## src/rtl/ebc_pkg.sv

```systemverilog
package ebc_pkg;

   localparam int MOD_BITS = 32;
   localparam int CNT_W    = $clog2(MOD_BITS);
   localparam int CSR_IDX_W = 3;

   localparam logic CMD_ENCRYPT = 1'b0;
   localparam logic CMD_DECRYPT = 1'b1;

   localparam logic [CSR_IDX_W-1:0] CSR_MODULUS     = 3'd0;
   localparam logic [CSR_IDX_W-1:0] CSR_GENERATOR   = 3'd1;
   localparam logic [CSR_IDX_W-1:0] CSR_PUBLIC_KEY  = 3'd2;
   localparam logic [CSR_IDX_W-1:0] CSR_PRIVATE_KEY = 3'd3;
   localparam logic [CSR_IDX_W-1:0] CSR_SESSION_KEY = 3'd4;

   typedef struct packed {
      logic        command;
      logic [7:0]  message_byte;
      logic [31:0] cipher_a;
      logic [31:0] cipher_b;
   } req_type;

   typedef struct packed {
      logic [31:0] out_a;
      logic [31:0] out_b;
      logic [7:0]  plain_byte;
   } rsp_type;

endpackage

```

## src/rtl/elgamal_byte_cipher_top.sv

```systemverilog
// ElGamal byte cipher, one item at a time.
// req channel (req_valid/req_ready/req_data): command 0 encrypts message_byte,
// giving out_a = g^k mod p and out_b = (y^k mod p)*m mod p; command 1 decrypts
// (cipher_a, cipher_b), giving plain_byte = low 8 bits of b*a^(p-1-x) mod p.
// rsp channel (rsp_valid/rsp_ready/rsp_data) carries one result item per item.
// csr channel writes modulus, generator, public key, private key, session key
// by index 0..4; it is ready only while no item is being worked on.
// All arithmetic runs through one modular multiplier that handles one bit of
// its multiplier operand per cycle, and every exponent bit also passes through
// a check state. An encrypt takes three reductions, two exponentiations and a
// final multiply: with a full 32-bit session key up to 132 multiplies. A
// decrypt needs about half as many. Its exponent p-1-x is replaced by 0 when x >= p.
// Exponent bits that are zero skip the multiply and cost only a squaring.
// A modulus below two gives an all-zero result.
// The finished result sits in an output register; the next item is accepted
// while it waits, and if the receiver still stalls when that item is done,
// the sequencer holds until the output register frees up.
// Reset (synchronous) restores the register defaults and empties the block.
module elgamal_byte_cipher_top (
   input  logic                            clock,
   input  logic                            reset,
   input  logic                            req_valid,
   output logic                            req_ready,
   input  ebc_pkg::req_type                req_data,
   output logic                            rsp_valid,
   input  logic                            rsp_ready,
   output ebc_pkg::rsp_type                rsp_data,
   input  logic                            csr_valid,
   output logic                            csr_ready,
   input  logic [ebc_pkg::CSR_IDX_W-1:0]   csr_index,
   input  logic [31:0]                     csr_wdata
);
   import ebc_pkg::*;

   typedef enum logic [2:0] {
      S_IDLE,
      S_RED_BASE,
      S_POW_CHK,
      S_POW_MUL,
      S_POW_SQ,
      S_RED_OP,
      S_FINAL,
      S_FINISH
   } state_type;

   typedef struct packed {
      logic [MOD_BITS-1:0] x;
      logic [MOD_BITS-1:0] y;
      logic [MOD_BITS-1:0] r;
      logic [CNT_W-1:0]    cnt;
   } mul_type;

   state_type           state_ff, state_in;
   mul_type             mul_ff, mul_in;
   logic [31:0]         modulus_ff, generator_ff, public_key_ff, private_key_ff;
   logic [31:0]         session_key_ff;
   logic                cmd_ff, cmd_in;
   logic                pass_ff, pass_in;
   logic [MOD_BITS-1:0] acc_ff, acc_in;
   logic [MOD_BITS-1:0] sq_ff, sq_in;
   logic [MOD_BITS-1:0] exp_ff, exp_in;
   logic [MOD_BITS-1:0] ra_ff, ra_in;
   logic [MOD_BITS-1:0] b_ff, b_in;
   logic [7:0]          m_ff, m_in;
   logic                rsp_valid_ff, rsp_valid_in;
   rsp_type             rsp_data_ff, rsp_data_in;
   rsp_type             res_ff, res_in;

   logic [MOD_BITS-1:0] mod_w, gen_w, pub_w, priv_w, ses_w, dec_exp;
   logic [MOD_BITS+1:0] mul_t, mul_p1, mul_p2;
   logic [MOD_BITS-1:0] mul_next;
   logic                mul_last;
   logic                mod_small;

   function automatic mul_type mul_start(input logic [MOD_BITS-1:0] x,
                                         input logic [MOD_BITS-1:0] y);
      mul_type m;
      m.x   = x;
      m.y   = y;
      m.r   = '0;
      m.cnt = CNT_W'(MOD_BITS - 1);
      return m;
   endfunction

   assign mod_w  = modulus_ff[MOD_BITS-1:0];
   assign gen_w  = generator_ff[MOD_BITS-1:0];
   assign pub_w  = public_key_ff[MOD_BITS-1:0];
   assign priv_w = private_key_ff[MOD_BITS-1:0];
   assign ses_w  = session_key_ff[MOD_BITS-1:0];
   assign mod_small = (mod_w[MOD_BITS-1:1] == '0);
   assign dec_exp = (priv_w < mod_w) ? (mod_w - MOD_BITS'(1) - priv_w) : '0;

   // one bit of interleaved modular multiplication
   always_comb begin
      mul_p1 = {2'b00, mod_w};
      mul_p2 = {1'b0, mod_w, 1'b0};
      mul_t  = {1'b0, mul_ff.r, 1'b0}
             + (mul_ff.y[MOD_BITS-1] ? {2'b00, mul_ff.x} : '0);
      if (mul_t >= mul_p2) begin
         mul_next = MOD_BITS'(mul_t - mul_p2);
      end else if (mul_t >= mul_p1) begin
         mul_next = MOD_BITS'(mul_t - mul_p1);
      end else begin
         mul_next = MOD_BITS'(mul_t);
      end
      mul_last = (mul_ff.cnt == '0);
   end

   assign req_ready = (state_ff == S_IDLE);
   assign csr_ready = (state_ff == S_IDLE);
   assign rsp_valid = rsp_valid_ff;
   assign rsp_data  = rsp_data_ff;

   always_comb begin
      state_in     = state_ff;
      mul_in       = mul_ff;
      cmd_in       = cmd_ff;
      pass_in      = pass_ff;
      acc_in       = acc_ff;
      sq_in        = sq_ff;
      exp_in       = exp_ff;
      ra_in        = ra_ff;
      b_in         = b_ff;
      m_in         = m_ff;
      res_in       = res_ff;
      rsp_valid_in = rsp_valid_ff;
      rsp_data_in  = rsp_data_ff;

      if (rsp_valid_ff && rsp_ready) begin
         rsp_valid_in = 1'b0;
      end

      if (state_ff != S_IDLE && state_ff != S_POW_CHK && state_ff != S_FINISH) begin
         mul_in.r   = mul_next;
         mul_in.y   = {mul_ff.y[MOD_BITS-2:0], 1'b0};
         mul_in.cnt = mul_ff.cnt - CNT_W'(1);
      end

      unique case (state_ff)
         S_IDLE: begin
            if (req_valid) begin
               cmd_in  = req_data.command;
               m_in    = req_data.message_byte;
               b_in    = req_data.cipher_b[MOD_BITS-1:0];
               pass_in = 1'b0;
               acc_in  = MOD_BITS'(1);
               if (mod_small) begin
                  res_in   = '0;
                  state_in = S_FINISH;
               end else if (req_data.command == CMD_DECRYPT) begin
                  exp_in   = dec_exp;
                  mul_in   = mul_start(MOD_BITS'(1), req_data.cipher_a[MOD_BITS-1:0]);
                  state_in = S_RED_BASE;
               end else begin
                  exp_in   = ses_w;
                  mul_in   = mul_start(MOD_BITS'(1), gen_w);
                  state_in = S_RED_BASE;
               end
            end
         end
         S_RED_BASE: begin
            if (mul_last) begin
               sq_in    = mul_next;
               state_in = S_POW_CHK;
            end
         end
         S_POW_CHK: begin
            if (exp_ff == '0) begin
               if (cmd_ff == CMD_ENCRYPT && !pass_ff) begin
                  ra_in    = acc_ff;
                  pass_in  = 1'b1;
                  acc_in   = MOD_BITS'(1);
                  exp_in   = ses_w;
                  mul_in   = mul_start(MOD_BITS'(1), pub_w);
                  state_in = S_RED_BASE;
               end else if (cmd_ff == CMD_ENCRYPT) begin
                  mul_in   = mul_start(MOD_BITS'(1), MOD_BITS'(m_ff));
                  state_in = S_RED_OP;
               end else begin
                  mul_in   = mul_start(MOD_BITS'(1), b_ff);
                  state_in = S_RED_OP;
               end
            end else if (exp_ff[0]) begin
               mul_in   = mul_start(acc_ff, sq_ff);
               state_in = S_POW_MUL;
            end else begin
               mul_in   = mul_start(sq_ff, sq_ff);
               state_in = S_POW_SQ;
            end
         end
         S_POW_MUL: begin
            if (mul_last) begin
               acc_in   = mul_next;
               mul_in   = mul_start(sq_ff, sq_ff);
               state_in = S_POW_SQ;
            end
         end
         S_POW_SQ: begin
            if (mul_last) begin
               sq_in    = mul_next;
               exp_in   = exp_ff >> 1;
               state_in = S_POW_CHK;
            end
         end
         S_RED_OP: begin
            if (mul_last) begin
               mul_in   = mul_start(acc_ff, mul_next);
               state_in = S_FINAL;
            end
         end
         S_FINAL: begin
            if (mul_last) begin
               if (cmd_ff == CMD_ENCRYPT) begin
                  res_in.out_a      = 32'(ra_ff);
                  res_in.out_b      = 32'(mul_next);
                  res_in.plain_byte = '0;
               end else begin
                  res_in.out_a      = '0;
                  res_in.out_b      = '0;
                  res_in.plain_byte = mul_next[7:0];
               end
               state_in = S_FINISH;
            end
         end
         S_FINISH: begin
            if (!rsp_valid_ff || rsp_ready) begin
               rsp_data_in  = res_ff;
               rsp_valid_in = 1'b1;
               state_in     = S_IDLE;
            end
         end
         default: begin
            state_in = S_IDLE;
         end
      endcase
   end

   always_ff @(posedge clock) begin
      if (reset) begin
         state_ff       <= S_IDLE;
         rsp_valid_ff   <= 1'b0;
         modulus_ff     <= 32'd257;
         generator_ff   <= 32'd3;
         public_key_ff  <= 32'd1;
         private_key_ff <= 32'd0;
         session_key_ff <= 32'd1;
      end else begin
         state_ff     <= state_in;
         rsp_valid_ff <= rsp_valid_in;
         if (csr_valid && csr_ready) begin
            unique case (csr_index)
               CSR_MODULUS:     modulus_ff     <= csr_wdata;
               CSR_GENERATOR:   generator_ff   <= csr_wdata;
               CSR_PUBLIC_KEY:  public_key_ff  <= csr_wdata;
               CSR_PRIVATE_KEY: private_key_ff <= csr_wdata;
               CSR_SESSION_KEY: session_key_ff <= csr_wdata;
               default: begin
               end
            endcase
         end
      end
      mul_ff      <= mul_in;
      cmd_ff      <= cmd_in;
      pass_ff     <= pass_in;
      acc_ff      <= acc_in;
      sq_ff       <= sq_in;
      exp_ff      <= exp_in;
      ra_ff       <= ra_in;
      b_ff        <= b_in;
      m_ff        <= m_in;
      res_ff      <= res_in;
      rsp_data_ff <= rsp_data_in;
   end

   accept_leaves_idle: assert property (@(posedge clock) disable iff (reset)
      (req_valid && req_ready) |=> (state_ff != S_IDLE))
      else $error("item accepted but sequencer stayed idle");

   pow_reduced: assert property (@(posedge clock) disable iff (reset)
      (state_ff == S_POW_CHK) |-> (acc_ff < mod_w && sq_ff < mod_w))
      else $error("exponentiation operand not reduced");

   mul_reduced: assert property (@(posedge clock) disable iff (reset)
      (state_ff == S_POW_MUL || state_ff == S_POW_SQ || state_ff == S_FINAL)
      |-> (mul_ff.r < mod_w && mul_ff.x < mod_w))
      else $error("multiplier partial result out of range");

   result_fields_exclusive: assert property (@(posedge clock) disable iff (reset)
      rsp_valid_ff |-> (rsp_data_ff.plain_byte == '0
                        || (rsp_data_ff.out_a == '0 && rsp_data_ff.out_b == '0)))
      else $error("encrypt and decrypt fields both set");

endmodule

```

## config.mk

```make
export PLATFORM = sky130hd
export DESIGN_NAME = elgamal_byte_cipher_top
export DESIGN_NICKNAME = d
export VERILOG_FILES = /design/src/rtl/ebc_pkg.sv /design/src/rtl/elgamal_byte_cipher_top.sv
export SDC_FILE = /design/constraint.sdc
export NUM_CORES = 1
export LEC_CHECK = 0
export BUFFER_PORTS_ARGS = -buffer_cell sky130_fd_sc_hd__buf_4
export CORE_MARGIN = 5
export CORE_UTILIZATION = 50
export CTS_CLUSTER_SIZE = 30
export DETAILED_ROUTE_END_ITERATION = 8
export GPL_ROUTABILITY_DRIVEN = 0
export HOLD_SLACK_MARGIN = 0.1
export PLACE_DENSITY = 0.68
export SYNTH_ARGS = -nofsm -noshare
export SYNTH_HDL_FRONTEND = slang
export SYNTH_SLANG_ARGS = --single-unit
```

## constraint.sdc

```tcl
create_clock -name clock -period 7.4 [get_ports clock]
set_input_delay 1.85 -clock clock [delete_from_list [all_inputs] [get_ports clock]]
set_output_delay 1.85 -clock clock [all_outputs]
set_load 0.05 [all_outputs]
```

Word level (Yosys, flattened, before mapping):

Index checks and enable logic that the tools add are counted.

* add/sub/neg operators: 6
* bitwise gates (word level): 1
* shift operators: 0
* $mul: 0
* $lt $le $gt $ge: 3
* divide/modulo/power cells: 0
* reduce and logical (&&, ||, !) cells: 35
* equality and inequality tests: 24
* mux-type cells: 50

Operator list (count)
* 2-to-1 mux 101 bit: 6
* 2-to-1 mux 32 bit: 14
* one-hot mux 101 bit (4 select lines): 1
* 2-to-1 mux 72 bit: 4
* 2-to-1 mux 69 bit: 4
* one-hot mux 32 bit (3 select lines): 2
* one-hot mux 72 bit (2 select lines): 1
* subtractor 32 bit: 3
* adder 33 x 32 -> 34 bit: 1
* greater-or-equal comparator 34 x 32 -> 1 bit: 1
* greater-or-equal comparator 34 x 33 -> 1 bit: 1
* logical NOT 32 bit: 1
* < comparator 32 bit: 1
* subtractor 32 x 1 -> 32 bit (second input constant): 1
* logical NOT 31 bit: 1
* 2-to-1 mux 3 bit: 10
* one-hot mux 3 bit (7 select lines): 1
* != test 2 bit (second input constant): 9
* AND reduction 2 bit: 8
* == test 3 bit (second input constant): 5
* == test 3 x 2 -> 1 bit (second input constant): 4
* AND reduction 6 bit: 2
* AND reduction 5 bit: 2
* nonzero test 3 bit: 3
* 18 further kinds: 33

* bits in read-only memories: 0
* bits in registers: 579
* RAM bits: 0
* memories kept: 0
* bits in latches: 0

Depth between registers and ports, before layout:

* word-level depth: 9
* gate-level depth with buffers: 26
* depth with buffers taken out: 23

Worst setup path after synthesis:

OpenSTA, ideal clock, no wires.

* kind: input to register
* start point: input port req_valid
* end point: register res_ff[0] (netlist bit), enable pin
* path slack: 1403 ps
* stages: 2
* path buffers: 0
* arrival time: 5471 ps
* setup time: 526 ps
* cells stage by stage: nand4_1 > a21oi_1

* cells in the longest elaborated chain, start to end: 2

Ends and longest elaborated chain
* start: declaration: RTL line elgamal_byte_cipher_top.sv:22 `input logic req_valid,`
* != test 2 bit (no line)
* AND reduction 4 bit (no line)
* end signal: assignment: RTL line elgamal_byte_cipher_top.sv:271 `res_ff <= res_in;`
* end: declaration: RTL line elgamal_byte_cipher_top.sv:67 `rsp_type res_ff, res_in;`

No other way between the ends.
A chain may end at the register's enable or synchronous reset.

Final worst setup path:

* start point: register mul_ff[68] (netlist bit)
* end point: register res_ff[26] (netlist bit) (data pin)

* cells in the longest elaborated chain, start to end: 8
* elaborated cells on any way between the ends: 11
* those cells by class: add/sub: 3; order compare: 2; mux: 6

Ends and longest elaborated chain
* start: declaration: RTL line elgamal_byte_cipher_top.sv:54 `mul_type mul_ff, mul_in;`
* start signal: assignment: RTL line elgamal_byte_cipher_top.sv:262 `mul_ff <= mul_in;`
* 2-to-1 mux 32 bit (*): RTL line elgamal_byte_cipher_top.sv:98 `+ (mul_ff.y[MOD_BITS-1] ? {2'b00, mul_ff.x} : '0);`
* adder 33 x 32 -> 34 bit (*): RTL line elgamal_byte_cipher_top.sv:98
* subtractor 32 bit or greater-or-equal comparator 34 x 32 -> 1 bit (tied branches): RTL line elgamal_byte_cipher_top.sv:102, elgamal_byte_cipher_top.sv:101
* 2-to-1 mux 32 bit: RTL line elgamal_byte_cipher_top.sv:101 `end else if (mul_t >= mul_p1) begin`
* 2-to-1 mux 32 bit (*): RTL line elgamal_byte_cipher_top.sv:99 `if (mul_t >= mul_p2) begin`
* 2-to-1 mux 72 bit (*): RTL line elgamal_byte_cipher_top.sv:213 `if (cmd_ff == CMD_ENCRYPT) begin`
* 2-to-1 mux 72 bit (*): RTL line elgamal_byte_cipher_top.sv:212 `if (mul_last) begin`
* one-hot mux 72 bit (2 select lines) (*): RTL line elgamal_byte_cipher_top.sv:139 `unique case (state_ff)`

Every way passes the cells marked *; elsewhere a longest branch is shown, timed or not. The select of a mux whose other input is x is not followed.

==> results by group <==
Worst hold path
  • Worst Hold Class: flip-flop to flip-flop

Pwr
  • Comb pwr share: 58.1%
  • Internal power: 9.34 mW
  • Net Sw Frac: 48.8%
  • Switching pwr: 8.92 mW
  • P_leak: 13.6 nW
  • Seq pwr share: 25.4%
  • Worst ir drop on vdd: 0.330 mV
  • P per Cell Area: 514 nW/µm²
  • Clock power frac: 16.4%

Detailed routing
  • Detailed Route Iter0 Violations: 3657
  • Drt via density: 6.30
  • DR DRC count: 0
  • 1st-pass router iterations: 7
  • Via count: 27400
  • Average wire per standard cell: 24.3 µm
  • Antenna viol nets, final: 0
  • Final WL: 105 mm

Global route
  • Total GRT Usage: 29.7%
  • Vias in the first global route: 25300
  • Initial antenna violation count: 4
  • Largest net degree at the start of global routing: 88
  • Global-route wire length before repair: 155 mm
  • GR Overflow Total: 0

Setup path
  • Crit-path cells: and2_1 > ha_1 > fa_1 > a21o_1 > a221oi_2 > o211ai_1 > and4_4 > o32ai_4 > xnor2_1 > ha_1 > a21oi_1 > o21ai_0 > a31oi_1 > nand2_1 > or3_1 > o22ai_1 > o21ai_2 > or3_1 > a31oi_1 > nor2_1
  • Critical path capture point type: flip-flop
  • CP max-delay cell: a31oi_1
  • CP Data Required Time: 7740 ps
  • Crit path kind: flip-flop to flip-flop
  • Critical path data arrival time: 7320 ps
  • Peak per-stage delay on the critical path: 890 ps
  • CP startpoint kind: flip-flop
  • Worst Path Max Fanout: 33

Floorplanning
  • Cell row count: 92
  • Core box area: 62700 µm²
  • IO Pins: 188
  • Starting Density: 50.2%
  • Die area: 68100 µm²
  • Die height: 261 µm
  • Die W: 261 µm

Placed design
  • Placed Cells: 4233
  • IO Port Bufs: 187
  • Dpl ws: 533 ps
  • HPWL after detailed placement: 76.4 mm

Clock tree
  • Htree depth: 2
  • Clk slew on worst S/H paths: 60 ps
  • Worst-Skew Late Latency: 650 ps
  • # resized after CTS: 0
  • Setup Fix Bufs, Post-CTS: 0
  • Num CTS Buffers: 58
  • Root Buffer: clkbuf_16
  • Bufs on Longest Clock Path: 3
  • Clk sink count: 579
  • CTS Hold Bufs: 0
  • CTS tree: built

Layout
  • Multi-input logic area: 15300 µm²
  • Final #Nets: 3723
  • Register Area: 15100 µm²
  • Share of layout cells above drive strength 1: 11.7%
  • Layout Area Growth over Synthesis: 12.9%
  • Post-route insts no fill: 4345
  • Fillcell total: 5440

Synth
  • FF+latch count, synth: 579
  • Number of synthesized flops with an enable pin: 346
  • Synth top area cells: edfxtp_1, dfxtp_1, ha_1
  • Yosys warns: 0
  • Cell accounting for the most synthesized area: edfxtp_1
  • Post-Syn Area: 31500 µm²
  • Syn Nets: 3621
  • Synth cell types: 90
  • Post-synth ARST share: 0%
  • Syn_area_per_cell: 9.41 µm²
  • Synth top area share: 33.0%
  • Mapped Cells: 3345
  • Most numerous cell in the Yosys netlist: nand2_1
  • Post-synth top flop: edfxtp_1
  • Top cells by count, synth: nand2_1, a21oi_1, edfxtp_1, dfxtp_1, nor2_1
  • Seq/Total Area, Yosys: 47.8%

Timing
  • Fmax: 0.143 GHz
  • RSZ-0062 raised after global routing: no
  • Minimum clock period: 6970 ps
  • Hold Vio Cnt, Final: 0
  • TNS Setup: 0 ps
  • Finish-stage setup viols: 0
  • Max Clock Skew: 51.5 ps
  • Relative slew slack: 15.1%
  • Worst-Margin Slew: 1270 ps
  • Final worst slack: 425 ps
  • Max Slew Vio Count: 0
  • Final Cycle Share: 94.3%

Status
  • Status: completed

Job
  • Max-cap violation count: 0
critical path: cells and delay by family, from the launching register on:
kind	cells	cell delay (ps)
compound gates	10	3330
xor+xnor	1	300
fa+ha+maj	3	1010
flops	1	580
simple gates	6	1460
worst paths after layout:
check / end / slack [ps] / cells past startpoint / start
hold reg to reg: rsp_data[55] / 420 / 0 / res_ff[55]
setup / recovery: res_ff[26] / 430 / 20 / mul_ff[68]
hold / removal: rsp_data[55] / 420 / 0 / res_ff[55]
setup reg to reg: res_ff[26] / 430 / 20 / mul_ff[68]
cell usage in the layout (no fill, tap or decap), types with 18 or more instances in the layout:
cell type  Yosys  final
nor3b_1       37     37
and3_1        18     18
dfxtp_1      233    233
nor3_1        32     29
xnor2_1       63     61
nor4_1        26     23
and2_1        77     77
o211ai_1      26     26
nor2b_1       20     19
nand3_1       46     45
o21ai_0      198    198
a221oi_1      36     36
mux2i_1       63     63
nand2_1      516    516
clkbuf_1     164     21
nand4_1       21     21
clkbuf_16      0     58
a22oi_1       77     77
o21a_1        29     29
a21o_1        62     62
inv_1        123    122
xor2_1        45     45
nor2_1       219    214
a31oi_1       27     27
a21oi_1      391    390
edfxtp_1     346    346
buf_4          3    229
o21ai_1       23     20
ha_1         159    159
per-layer routing:
metal | part of all wire [%] | track usage, % | vias up
li1 | - | - | 12300
met5 | 0.026 | 0 | -
met1 | 39 | 41.4 | 13000
met3 | 12 | 5.94 | 293
met4 | 5.8 | 14.1 | 4
met2 | 43 | 44.6 | 1722
metrics by stage:
| step | util (%) | total power [mW] | area, µm² | hold slack (ps) |
|---|---|---|---|---|
| finish | 56.7 | 18.3 | 35500 | 418 |
| global route | 56.7 | 19.0 | 35500 | 423 |
| CTS | 56.7 | 17.8 | 35500 | 417 |
| detailed placement | 53.6 | 14.8 | 33600 | 405 |
| global placement | 53.6 | 14.5 | 33600 | 400 |
| floorplan | - | 11.5 | 31500 | 400 |
power groups by stage:
stage	clock [mW]	combinational, mW	sequential [mW]
3_3_place_gp	0	9.86	4.69
5_1_grt	3.16	11.1	4.68
2_1_floorplan	0	6.98	4.53
4_1_cts	3.02	10.2	4.64
3_5_place_dp	0	10.1	4.70
6_report	3.00	10.6	4.65
sequential cells by signal (all words and copies together), names as in the netlist, 3 cells and up:
name	cells
state_ff	3
m_ff	8
acc_ff	32
exp_ff	32
res_ff	72
mod_w	32
ses_w	32
priv_w	32
gen_w	32
ra_ff	32
b_ff	32
sq_ff	32
pub_w	32
rsp_data	72
mul_ff	101
cell families (layout without fill, tap and decap cells):
logic type                 after synthesis  after routing  synth area share [%]
DFF                                    579            579                  47.8
buffers and inverters                  320            472                  4.04
xor gates and xnor gates               108            108                  3.01
muxes                                   79             79                  2.61
other                                    0              2                     0
and+or+nand+nor                       1071           1071                  15.5
AOI/OAI and AO/OA                     1025           1025                  20.4
adders and majority gates              163            163                  6.58
cell type report:
type | count | share of cell area (%)
Antenna cell | 2 | 0.0141
Clock buffer | 81 | 4.38
Clock inverter | 29 | 1.03
Inverter | 133 | 1.40
Multi-Input combinational cell | 2446 | 43.0
Sequential cell | 579 | 42.4
Tap cell | 846 | 2.98
Timing Repair Buffer | 229 | 4.84
No activity file was read; power rests on OpenSTA's default activity.
